## config.mk

```make
export PLATFORM = sky130hd
export DESIGN_NAME = vtx_command_to_synth_writes
export DESIGN_NICKNAME = d
export VERILOG_FILES = /design/src/vcsw_pkg.sv /design/src/vcsw_front.sv /design/src/vcsw_fifo.sv /design/src/vcsw_back.sv /design/src/vtx_command_to_synth_writes.sv
export SDC_FILE = /design/constraint.sdc
export NUM_CORES = 1
export LEC_CHECK = 0
export BUFFER_PORTS_ARGS = -buffer_cell sky130_fd_sc_hd__buf_2
export CAP_MARGIN = 20
export CORE_MARGIN = 5
export CORE_UTILIZATION = 30
export DETAILED_ROUTE_END_ITERATION = 8
export GPL_TIMING_DRIVEN = 0
export PLACE_DENSITY = 0.43
export SLEW_MARGIN = 15
export SYNTH_ARGS = -nofsm -noshare
export SYNTH_HDL_FRONTEND = slang
export SYNTH_SLANG_ARGS = --single-unit
```

## constraint.sdc

```tcl
create_clock -name aclk -period 7.02 [get_ports aclk]
set_input_delay 1.053 -clock aclk [delete_from_list [all_inputs] [get_ports aclk]]
set_output_delay 1.053 -clock aclk [all_outputs]
set_load 0.02 [all_outputs]
```

## src/vcsw_pkg.sv

```systemverilog
// Shared types, constants and lookup tables for the command-to-synthesizer block.
`timescale 1ns / 1ps

package vcsw_pkg;

    // Work handed from the command front end to the frame sequencer
    typedef enum logic [2:0] {
        ACT_TUNE,
        ACT_PLOW,
        ACT_PON,
        ACT_STAT,
        ACT_TICK
    } act_op_t;

    typedef struct packed {
        act_op_t     op;
        logic [12:0] freq;
    } action_t;

    // Result sequences run by the back end
    typedef enum logic [2:0] {
        SEQ_TUNE,
        SEQ_PLOW,
        SEQ_PON,
        SEQ_STAT,
        SEQ_AMP
    } seq_t;

    typedef enum logic [1:0] {
        CFG_SETTLE_TICKS,
        CFG_PA_FULL_WORD,
        CFG_PA_LOW_WORD,
        CFG_VCO_CONTROL_WORD
    } cfg_idx_t;

    typedef struct packed {
        logic [15:0] settle_ticks;
        logic [19:0] pa_full_word;
        logic [19:0] pa_low_word;
        logic [19:0] vco_control_word;
    } cfg_t;

    localparam logic [15:0] SETTLE_TICKS_RST     = 16'd500;
    localparam logic [19:0] PA_FULL_WORD_RST     = 20'h04FBD;
    localparam logic [19:0] PA_LOW_WORD_RST      = 20'h00F3F;
    localparam logic [19:0] VCO_CONTROL_WORD_RST = 20'h0FFD7;

    localparam logic [15:0] FREQ_MIN   = 16'd5645;
    localparam logic [15:0] FREQ_MAX   = 16'd5945;
    localparam logic [12:0] FREQ_RESET = 13'd5809;

    // MHz to synthesizer counts: f * 1000 / 40
    localparam int FREQ_SCALE = 1000 / 40;

    localparam logic [3:0] ADDR_SYN_B = 4'd1;
    localparam logic [3:0] ADDR_VCO   = 4'd3;
    localparam logic [3:0] ADDR_PA    = 4'd7;

    localparam logic [7:0] CH_LF = 8'h0A;
    localparam logic [7:0] CH_CR = 8'h0D;
    localparam logic [7:0] CH_C  = 8'h43;
    localparam logic [7:0] CH_F  = 8'h46;
    localparam logic [7:0] CH_P  = 8'h50;
    localparam logic [7:0] CH_S  = 8'h53;

    localparam int Q_DEPTH = 4;
    localparam int Q_AW    = 2;

    function automatic logic [12:0] chan_base_mhz(input logic [2:0] band);
        logic [12:0] r;
        unique case (band)
            3'd0:    r = 13'd5658;
            3'd1:    r = 13'd5865;
            3'd2:    r = 13'd5733;
            3'd3:    r = 13'd5705;
            3'd4:    r = 13'd5740;
            3'd5:    r = 13'd5705;
            3'd6:    r = 13'd5658;
            default: r = 13'd5809;
        endcase
        return r;
    endfunction

    function automatic logic [5:0] chan_gap_mhz(input logic [2:0] band);
        logic [5:0] r;
        unique case (band)
            3'd0:    r = 6'd37;
            3'd6:    r = 6'd37;
            3'd7:    r = 6'd7;
            default: r = 6'd5;
        endcase
        return r;
    endfunction

endpackage

```

## src/vcsw_front.sv

```systemverilog
// Front end: collects the command line, decodes commands and ticks into queued work.
`timescale 1ns / 1ps

module vcsw_front #(
    parameter int LINE_DEPTH = 32
) (
    input  logic              aclk,
    input  logic              aresetn,
    input  logic              s_tvalid,
    output logic              s_tready,
    input  logic [7:0]        s_tdata,   // rx_byte
    input  logic              s_tuser,   // operation
    input  logic              q_full,
    output logic              q_push,
    output vcsw_pkg::action_t q_data
);

    localparam int CW = $clog2(LINE_DEPTH);

    logic [CW-1:0] byte_count_reg, byte_count_next;
    logic [7:0]    cmd_bytes_reg [3];

    logic          accept;
    logic          is_term;
    logic          have2, have3;
    logic [15:0]   f_word;
    logic [2:0]    band, chan;
    logic [13:0]   c_sum;
    logic [12:0]   c_freq;

    assign s_tready = !q_full;
    assign accept   = s_tvalid && s_tready;
    assign is_term  = (s_tdata == vcsw_pkg::CH_LF) || (s_tdata == vcsw_pkg::CH_CR);
    assign have2    = byte_count_reg >= CW'(2);
    assign have3    = byte_count_reg >= CW'(3);

    // Channel lookup: band and channel above 7 fall back to 0, result clamped
    always_comb begin
        f_word = {cmd_bytes_reg[2], cmd_bytes_reg[1]};
        band   = (cmd_bytes_reg[1][7:3] == 5'd0) ? cmd_bytes_reg[1][2:0] : 3'd0;
        chan   = (cmd_bytes_reg[2][7:3] == 5'd0) ? cmd_bytes_reg[2][2:0] : 3'd0;
        c_sum  = 14'(vcsw_pkg::chan_base_mhz(band))
               + 14'(9'(chan) * 9'(vcsw_pkg::chan_gap_mhz(band)));
        if ({2'b00, c_sum} < vcsw_pkg::FREQ_MIN) begin
            c_freq = vcsw_pkg::FREQ_MIN[12:0];
        end else if ({2'b00, c_sum} > vcsw_pkg::FREQ_MAX) begin
            c_freq = vcsw_pkg::FREQ_MAX[12:0];
        end else begin
            c_freq = c_sum[12:0];
        end
    end

    always_comb begin
        q_push      = 1'b0;
        q_data.op   = vcsw_pkg::ACT_TICK;
        q_data.freq = '0;
        if (accept) begin
            if (s_tuser) begin
                q_push = 1'b1;
            end else if (is_term && (byte_count_reg != '0)) begin
                unique case (cmd_bytes_reg[0])
                    vcsw_pkg::CH_F: begin
                        if (have3 && (f_word >= vcsw_pkg::FREQ_MIN)
                                  && (f_word <= vcsw_pkg::FREQ_MAX)) begin
                            q_push      = 1'b1;
                            q_data.op   = vcsw_pkg::ACT_TUNE;
                            q_data.freq = f_word[12:0];
                        end
                    end
                    vcsw_pkg::CH_C: begin
                        if (have3) begin
                            q_push      = 1'b1;
                            q_data.op   = vcsw_pkg::ACT_TUNE;
                            q_data.freq = c_freq;
                        end
                    end
                    vcsw_pkg::CH_P: begin
                        if (have2) begin
                            q_push    = 1'b1;
                            q_data.op = (cmd_bytes_reg[1] == 8'd0) ? vcsw_pkg::ACT_PLOW
                                                                   : vcsw_pkg::ACT_PON;
                        end
                    end
                    vcsw_pkg::CH_S: begin
                        q_push    = 1'b1;
                        q_data.op = vcsw_pkg::ACT_STAT;
                    end
                    default: begin
                        q_push = 1'b0;
                    end
                endcase
            end
        end
    end

    // Overlong lines wrap to empty and are dropped
    always_comb begin
        byte_count_next = byte_count_reg;
        if (accept && !s_tuser) begin
            if (is_term) begin
                byte_count_next = '0;
            end else if (byte_count_reg < CW'(LINE_DEPTH - 1)) begin
                byte_count_next = byte_count_reg + CW'(1);
            end else begin
                byte_count_next = '0;
            end
        end
    end

    always_ff @(posedge aclk) begin
        if (!aresetn) begin
            byte_count_reg <= '0;
        end else begin
            byte_count_reg <= byte_count_next;
        end
    end

    // Keep only the first three bytes of a line, terminator included
    always_ff @(posedge aclk) begin
        if (accept && !s_tuser && have3 == 1'b0) begin
            cmd_bytes_reg[byte_count_reg[1:0]] <= s_tdata;
        end
    end

endmodule

```

## src/vcsw_fifo.sv

```systemverilog
// Small work queue between the command front end and the frame sequencer.
`timescale 1ns / 1ps

module vcsw_fifo (
    input  logic              aclk,
    input  logic              aresetn,
    input  logic              push,
    input  vcsw_pkg::action_t din,
    output logic              full,
    input  logic              pop,
    output vcsw_pkg::action_t dout,
    output logic              empty
);

    localparam int AW = vcsw_pkg::Q_AW;

    vcsw_pkg::action_t entries_reg [vcsw_pkg::Q_DEPTH];
    logic [AW-1:0]     wr_ptr_reg, rd_ptr_reg;
    logic [AW:0]       count_reg, count_next;

    assign full  = count_reg == (AW + 1)'(vcsw_pkg::Q_DEPTH);
    assign empty = count_reg == '0;
    assign dout  = entries_reg[rd_ptr_reg];

    always_comb begin
        count_next = count_reg;
        if (push && !pop) begin
            count_next = count_reg + (AW + 1)'(1);
        end else if (pop && !push) begin
            count_next = count_reg - (AW + 1)'(1);
        end
    end

    always_ff @(posedge aclk) begin
        if (!aresetn) begin
            wr_ptr_reg <= '0;
            rd_ptr_reg <= '0;
            count_reg  <= '0;
        end else begin
            if (push) begin
                wr_ptr_reg <= wr_ptr_reg + AW'(1);
            end
            if (pop) begin
                rd_ptr_reg <= rd_ptr_reg + AW'(1);
            end
            count_reg <= count_next;
        end
    end

    always_ff @(posedge aclk) begin
        if (push) begin
            entries_reg[wr_ptr_reg] <= din;
        end
    end

endmodule

```

## src/vcsw_back.sv

```systemverilog
// Back end: runs queued work, keeps tuning and settle timer state, emits result words.
`timescale 1ns / 1ps

module vcsw_back (
    input  logic              aclk,
    input  logic              aresetn,
    input  vcsw_pkg::cfg_t    cfg,
    input  logic              q_empty,
    input  vcsw_pkg::action_t q_data,
    output logic              q_pop,
    output logic              m_tvalid,
    input  logic              m_tready,
    output logic [39:0]       m_tdata,   // spi_frame[24:0], reply_byte[32:25], zero pad
    output logic              m_tuser,   // kind
    output logic              m_tlast    // last
);

    logic           cur_valid_reg;
    vcsw_pkg::seq_t cur_seq_reg;
    logic [1:0]     cur_step_reg;
    logic [19:0]    cur_data_reg;
    logic [12:0]    current_freq_reg;
    logic           timer_armed_reg;
    logic [15:0]    timer_left_reg;

    logic           m_tvalid_reg;
    logic [39:0]    m_tdata_reg, m_tdata_next;
    logic           m_tuser_reg, m_tuser_next;
    logic           m_tlast_reg;

    logic           out_free, emit, is_last, done;
    logic [1:0]     last_step;
    logic [17:0]    v;
    logic [19:0]    syn_data;
    logic [15:0]    t_dec;
    logic           load_valid;
    vcsw_pkg::seq_t load_seq;
    logic [19:0]    load_data;
    logic [3:0]     r_addr;
    logic [19:0]    r_data;
    logic [7:0]     r_reply;

    assign m_tvalid = m_tvalid_reg;
    assign m_tdata  = m_tdata_reg;
    assign m_tuser  = m_tuser_reg;
    assign m_tlast  = m_tlast_reg;

    assign last_step = ((cur_seq_reg == vcsw_pkg::SEQ_PON) ||
                        (cur_seq_reg == vcsw_pkg::SEQ_STAT)) ? 2'd2 : 2'd1;
    assign out_free  = !m_tvalid_reg || m_tready;
    assign emit      = cur_valid_reg && out_free;
    assign is_last   = cur_step_reg == last_step;
    assign done      = emit && is_last;
    // Pull the next job when idle or as the current one issues its final word
    assign q_pop     = !q_empty && (!cur_valid_reg || done);

    // Synthesizer B word: A = v mod 64 in bits 5:0, N = v / 64 from bit 7
    assign v        = 18'(q_data.freq) * 18'(vcsw_pkg::FREQ_SCALE);
    assign syn_data = {1'b0, v[17:6], 1'b0, v[5:0]};
    assign t_dec    = (timer_left_reg != 16'd0) ? timer_left_reg - 16'd1 : timer_left_reg;

    always_comb begin
        load_valid = 1'b1;
        load_seq   = vcsw_pkg::SEQ_TUNE;
        load_data  = '0;
        unique case (q_data.op)
            vcsw_pkg::ACT_TUNE: begin
                load_data = syn_data;
            end
            vcsw_pkg::ACT_PLOW: begin
                load_seq = vcsw_pkg::SEQ_PLOW;
            end
            vcsw_pkg::ACT_PON: begin
                load_seq = vcsw_pkg::SEQ_PON;
            end
            vcsw_pkg::ACT_STAT: begin
                load_seq  = vcsw_pkg::SEQ_STAT;
                load_data = 20'(current_freq_reg);
            end
            vcsw_pkg::ACT_TICK: begin
                load_seq   = vcsw_pkg::SEQ_AMP;
                load_valid = timer_armed_reg && (t_dec == 16'd0);
            end
            default: begin
                load_valid = 1'b0;
            end
        endcase
    end

    // Word for the current sequence step
    always_comb begin
        r_addr  = vcsw_pkg::ADDR_PA;
        r_data  = '0;
        r_reply = '0;
        m_tuser_next = 1'b0;
        unique case (cur_seq_reg)
            vcsw_pkg::SEQ_TUNE: begin
                if (cur_step_reg == 2'd0) begin
                    r_addr = vcsw_pkg::ADDR_SYN_B;
                    r_data = cur_data_reg;
                end else begin
                    r_addr = vcsw_pkg::ADDR_VCO;
                    r_data = cfg.vco_control_word;
                end
            end
            vcsw_pkg::SEQ_PLOW: begin
                if (cur_step_reg != 2'd0) begin
                    r_data = cfg.pa_low_word;
                end
            end
            vcsw_pkg::SEQ_PON: begin
                if (cur_step_reg == 2'd2) begin
                    r_data = cfg.pa_full_word;
                end
            end
            vcsw_pkg::SEQ_AMP: begin
                if (cur_step_reg != 2'd0) begin
                    r_data = cfg.pa_full_word;
                end
            end
            vcsw_pkg::SEQ_STAT: begin
                m_tuser_next = 1'b1;
                if (cur_step_reg == 2'd0) begin
                    r_reply = vcsw_pkg::CH_F;
                end else if (cur_step_reg == 2'd1) begin
                    r_reply = cur_data_reg[7:0];
                end else begin
                    r_reply = {3'b000, cur_data_reg[12:8]};
                end
            end
            default: begin
                r_data = '0;
            end
        endcase
        if (m_tuser_next) begin
            m_tdata_next = {7'd0, r_reply, 25'd0};
        end else begin
            m_tdata_next = {7'd0, 8'd0, r_data, 1'b1, r_addr};
        end
    end

    always_ff @(posedge aclk) begin
        if (!aresetn) begin
            cur_valid_reg    <= 1'b0;
            current_freq_reg <= vcsw_pkg::FREQ_RESET;
            timer_armed_reg  <= 1'b0;
            timer_left_reg   <= '0;
            m_tvalid_reg     <= 1'b0;
        end else begin
            if (q_pop) begin
                cur_valid_reg <= load_valid;
                if (q_data.op == vcsw_pkg::ACT_TUNE) begin
                    current_freq_reg <= q_data.freq;
                    timer_left_reg   <= cfg.settle_ticks;
                    timer_armed_reg  <= 1'b1;
                end else if ((q_data.op == vcsw_pkg::ACT_TICK) && timer_armed_reg) begin
                    timer_left_reg <= t_dec;
                    if (t_dec == 16'd0) begin
                        timer_armed_reg <= 1'b0;
                    end
                end
            end else if (done) begin
                cur_valid_reg <= 1'b0;
            end
            if (emit) begin
                m_tvalid_reg <= 1'b1;
            end else if (m_tready) begin
                m_tvalid_reg <= 1'b0;
            end
        end
    end

    always_ff @(posedge aclk) begin
        if (q_pop) begin
            cur_seq_reg  <= load_seq;
            cur_step_reg <= 2'd0;
            cur_data_reg <= load_data;
        end else if (emit) begin
            cur_step_reg <= cur_step_reg + 2'd1;
        end
        if (emit) begin
            m_tdata_reg <= m_tdata_next;
            m_tuser_reg <= m_tuser_next;
            m_tlast_reg <= is_last;
        end
    end

endmodule

```

## src/vtx_command_to_synth_writes.sv

```systemverilog
// Top level: configuration registers and the front end, queue and sequencer.
`timescale 1ns / 1ps

// Command front end for a 5.8 GHz video transmitter synthesizer.
// Input stream: s_tuser = 0 carries a received UART byte in s_tdata, s_tuser = 1 is a
// millisecond tick. Output stream: m_tuser = 0 carries a 25-bit synthesizer write frame
// in m_tdata[24:0], m_tuser = 1 a reply byte in m_tdata[32:25]; m_tlast marks the final
// word caused by one input word. An input word causes zero to three output words.
// Configuration: cfg_addr selects settle_ticks (0), pa_full_word (1), pa_low_word (2)
// or vco_control_word (3); cfg_ready is always high. Write only while idle.
// Path: an accepted input word passes through the work queue, the sequencer's current-job
// register and the output register before its first output word shows on m_tvalid. The
// sequencer issues one word per cycle while the receiver takes them; three words at most.
// The front end takes one word per cycle while its four-entry work queue has room.
// Reset (aresetn low, synchronous) empties the line and queue, disarms the settle timer,
// restores the registers and sets the current frequency to 5809 MHz.
// When the receiver stalls, the output register holds its word, the sequencer and then
// the queue fill, and s_tready falls once the queue is full.
module vtx_command_to_synth_writes #(
    parameter int LINE_DEPTH = 32
) (
    input  logic        aclk,
    input  logic        aresetn,
    input  logic        s_tvalid,
    output logic        s_tready,
    input  logic [7:0]  s_tdata,    // rx_byte
    input  logic        s_tuser,    // operation
    output logic        m_tvalid,
    input  logic        m_tready,
    output logic [39:0] m_tdata,    // spi_frame[24:0], reply_byte[32:25], zero pad
    output logic        m_tuser,    // kind
    output logic        m_tlast,    // last
    input  logic        cfg_valid,
    output logic        cfg_ready,
    input  logic [1:0]  cfg_addr,
    input  logic [19:0] cfg_data
);

    vcsw_pkg::cfg_t    cfg_reg;
    logic              q_push, q_pop, q_full, q_empty;
    vcsw_pkg::action_t q_in, q_out;

    assign cfg_ready = 1'b1;

    always_ff @(posedge aclk) begin
        if (!aresetn) begin
            cfg_reg.settle_ticks     <= vcsw_pkg::SETTLE_TICKS_RST;
            cfg_reg.pa_full_word     <= vcsw_pkg::PA_FULL_WORD_RST;
            cfg_reg.pa_low_word      <= vcsw_pkg::PA_LOW_WORD_RST;
            cfg_reg.vco_control_word <= vcsw_pkg::VCO_CONTROL_WORD_RST;
        end else if (cfg_valid && cfg_ready) begin
            unique case (vcsw_pkg::cfg_idx_t'(cfg_addr))
                vcsw_pkg::CFG_SETTLE_TICKS:     cfg_reg.settle_ticks     <= cfg_data[15:0];
                vcsw_pkg::CFG_PA_FULL_WORD:     cfg_reg.pa_full_word     <= cfg_data;
                vcsw_pkg::CFG_PA_LOW_WORD:      cfg_reg.pa_low_word      <= cfg_data;
                vcsw_pkg::CFG_VCO_CONTROL_WORD: cfg_reg.vco_control_word <= cfg_data;
                default: begin
                    cfg_reg <= cfg_reg;
                end
            endcase
        end
    end

    vcsw_front #(
        .LINE_DEPTH (LINE_DEPTH)
    ) u_front (
        .aclk     (aclk),
        .aresetn  (aresetn),
        .s_tvalid (s_tvalid),
        .s_tready (s_tready),
        .s_tdata  (s_tdata),
        .s_tuser  (s_tuser),
        .q_full   (q_full),
        .q_push   (q_push),
        .q_data   (q_in)
    );

    vcsw_fifo u_fifo (
        .aclk    (aclk),
        .aresetn (aresetn),
        .push    (q_push),
        .din     (q_in),
        .full    (q_full),
        .pop     (q_pop),
        .dout    (q_out),
        .empty   (q_empty)
    );

    vcsw_back u_back (
        .aclk     (aclk),
        .aresetn  (aresetn),
        .cfg      (cfg_reg),
        .q_empty  (q_empty),
        .q_data   (q_out),
        .q_pop    (q_pop),
        .m_tvalid (m_tvalid),
        .m_tready (m_tready),
        .m_tdata  (m_tdata),
        .m_tuser  (m_tuser),
        .m_tlast  (m_tlast)
    );

endmodule

```

==> results.toml <==
[pwr]
internal-power_uw = 3960
fin_total_pwr_uw = 6270
leakage_uw = 0.00613
p_clk_share_pct = 28.1
p_per_area_mw_per_mm2 = 392
power_frac_seq_pct = 32.1
switchingPower_uw = 2310
vdd_ir_drop_max_mv = 0.204
p_sw_share_pct = 36.8
combPwrFrac_pct = 39.7

[drt]
post_drt_wl_per_cell_um = 17.7
viasPerCell = 4.92
route.met2.wl_um = 17000
wl_met3_um = 1540
dr.pass1.iters = 5
drt_iter0_drc = 598
met1Wirelength_um = 18000
drc_errors = 0
routed_wl_um = 37200
ant_nets = 0
highest_layer = "met4"
vias = 10400

[synth]
syn_area_mm2 = 0.0137
synth_commonest_cells = "240 x nand2_1, 144 x edfxtp_1, 124 x dfxtp_1"
synth_warnings = 0
synth_seq_cells = 268
yosys.area.top_type_share_pct = 31.6
synth_cells = 1363
synth_cell_types = 78
synth-edff-count = 144
yosysMostFrequentCell = "nand2_1"
syn_avg_cell_area_um2 = 10.1
ys_async_sr_fraction_pct = 0
yosysSeqAreaShare_pct = 49.7
ys_top_cells_by_area = "edfxtp_1 32%, dfxtp_1 18%, ha_1 6.6%"
ys.flop_type = "edfxtp_1"
synth_top_cell_by_area = "edfxtp_1"

[critical_path]
crit_chain = "nor4_1, nor2b_1, and4_1, nand2_1, fa_1, inv_1, fa_1, inv_1, fa_1, nand2b_1, a21oi_1, o32ai_1, o21bai_1, a211oi_1, a211oi_2, nor2_1, o21ai_0"
critical-path-top-delay-family = "compound AO/OA/AOI/OAI gates"
rrSetupSlack_ns = 1.33
critPathArrivalTime_ns = 5.93
startpoint_type = "register"
cpPeakStageDelay_ns = 0.56
cp_common_cell = "fa_1"
crit_type = "register to register"
critPathBufInv = 2
cp.required_ns = 7.26
critPathSlowestCell = "fa_1"
critical_path_peak_fanout = 7
crit_path_end_kind = "register"

[clocking]
cts_setup_buffers = 0
cts_buffers = 34
clk_latency_ns = 0.53
postCtsHoldBufs = 0
clk_pin_slew_ns = 0.06
cts_resized = 0
cts_buffer_depth = 3
cts_tree = "done"
h-tree-depth = 2
root_buffer = "clkbuf_16"
clkSinkCount = 268

[layout]
fin_util_pct = 35.3
final_nets = 1603
stdcell_area_mm2 = 0.0160
largest_register_ffs = 76
drive_gt1_share_pct = 11.7
diodes = 0
area_growth_pct = 16.7

[die]
die_area_mm2 = 0.0500
core_area_mm2 = 0.0453
ioPinCount = 81
start_util_pct = 30.3
die_h_um = 224
rows = 78
die_w_um = 224

[placement]
dpl-instance-area_mm2 = 0.0149
port_buffers = 69
gp_congestion = 0.845
dp_hpwl_um = 27300

[sta]
finalCriticalPeriod_ns = 5.69
clock.fmax_mhz = 176
relSlewSlack_pct = 25.4
slew_violations = 0
finalCritPeriodShare_pct = 81.0
setup_viol = 0
rsz0062_at_grt = "false"
finalHoldViolCount = 0
finClkSkew_ns = 0.0133
fin_tns_setup_ns = 0
worst_pin_slew_ns = 1.11

[grt]
grt_antenna_before_repair = 0
grt_max_degree = 31
grt_overflow_total = 0
grt_pass1_wl_um = 59200
grt_use_total_pct = 14.8
grt_pass1_vias = 10300

[worst_hold_path]
hold_class = "register to register"

[flow_run]
max-cap-violations = 0

[run_status]
outcome = "completed"
[placed cells by master, fill, tap and decap left out, drive strengths merged, types with 8 or more instances in the layout]
cell,n
xnor2,15
o21a,9
nand2b,12
fa,14
a22o,12
o21ai,45
a22oi,23
ha,72
clkinv,9
clkbuf,105
xor2,14
dfxtp,124
and3,10
nor3b,8
nor3,23
and2,25
inv,75
edfxtp,144
nor4,12
a21boi,44
conb,13
nor2b,21
o211ai,27
nand3,73
mux4,16
nand2,240
buf,87
a21oi,48
nor2,70
a211oi,15
[worst paths after layout]
path / to / from / cells past startpoint
min: u_back.current_freq_reg[6] / u_back.current_freq_reg[6] / 2
max: u_fifo.entries_reg[1][2] / u_front.cmd_bytes_reg[1][4] / 17
min reg2reg: u_back.current_freq_reg[6] / u_back.current_freq_reg[6] / 2
max reg2reg: u_fifo.entries_reg[1][2] / u_front.cmd_bytes_reg[1][4] / 17
[per-layer routing]
layer | up-vias | global-route usage (%)
li1 | 5106 | -
met5 | - | 0
met1 | 5004 | 21.2
met2 | 210 | 23.4
met3 | 42 | 2.46
met4 | 0 | 4.19
[kinds of logic (layout without fill, tap and decap cells)]
logic type,Yosys count,after routing,share of synthesized area (%)
xor+xnor,29,29,1.85
flops,268,268,49.7
other cells,2,13,0.0548
compound gates,267,267,13.3
simple gates,540,540,19.0
fa+ha+maj,86,86,8.62
mux,23,23,3.14
buf+inv,148,280,4.34
[cell type report]
| class | instances | area, µm² |
|---|---|---|
| flip-flops and latches | 268 | 6810 |
| repair buffers | 71 | 378 |
| multi-input cells | 958 | 6340 |
| clock inverters | 15 | 186 |
| inverters | 73 | 274 |
| plain buffers | 75 | 320 |
| fillers | 4694 | 29300 |
| well taps | 600 | 751 |
| clock buffers | 46 | 937 |
[worst min-delay path: stages, from the launching register on]
cell and delay, ns:
dfxtp_1 0.30, nand2_1 0.04, a21boi_0 0.06
[power groups by stage]
stage	clock network (µW)	logic, µW	registers, µW
finish	1760	2490	2010
global route	1890	2850	2040
CTS	1820	2530	2020
detailed placement	0	2520	2050
global placement	0	2490	2050
floorplan	0	1780	2070
[stage by stage]
step / hold slack (ns) / setup slack, ns / instances
floorplan: 0.439 / 2.24 / 1374
global placement: 0.451 / 1.40 / 2043
detailed placement: 0.454 / 1.36 / 2044
CTS: 0.465 / 1.34 / 2105
global route: 0.481 / 0.828 / 2106
finish: 0.460 / 1.33 / 2106
Note: power is estimated with default switching activity, not from simulation.
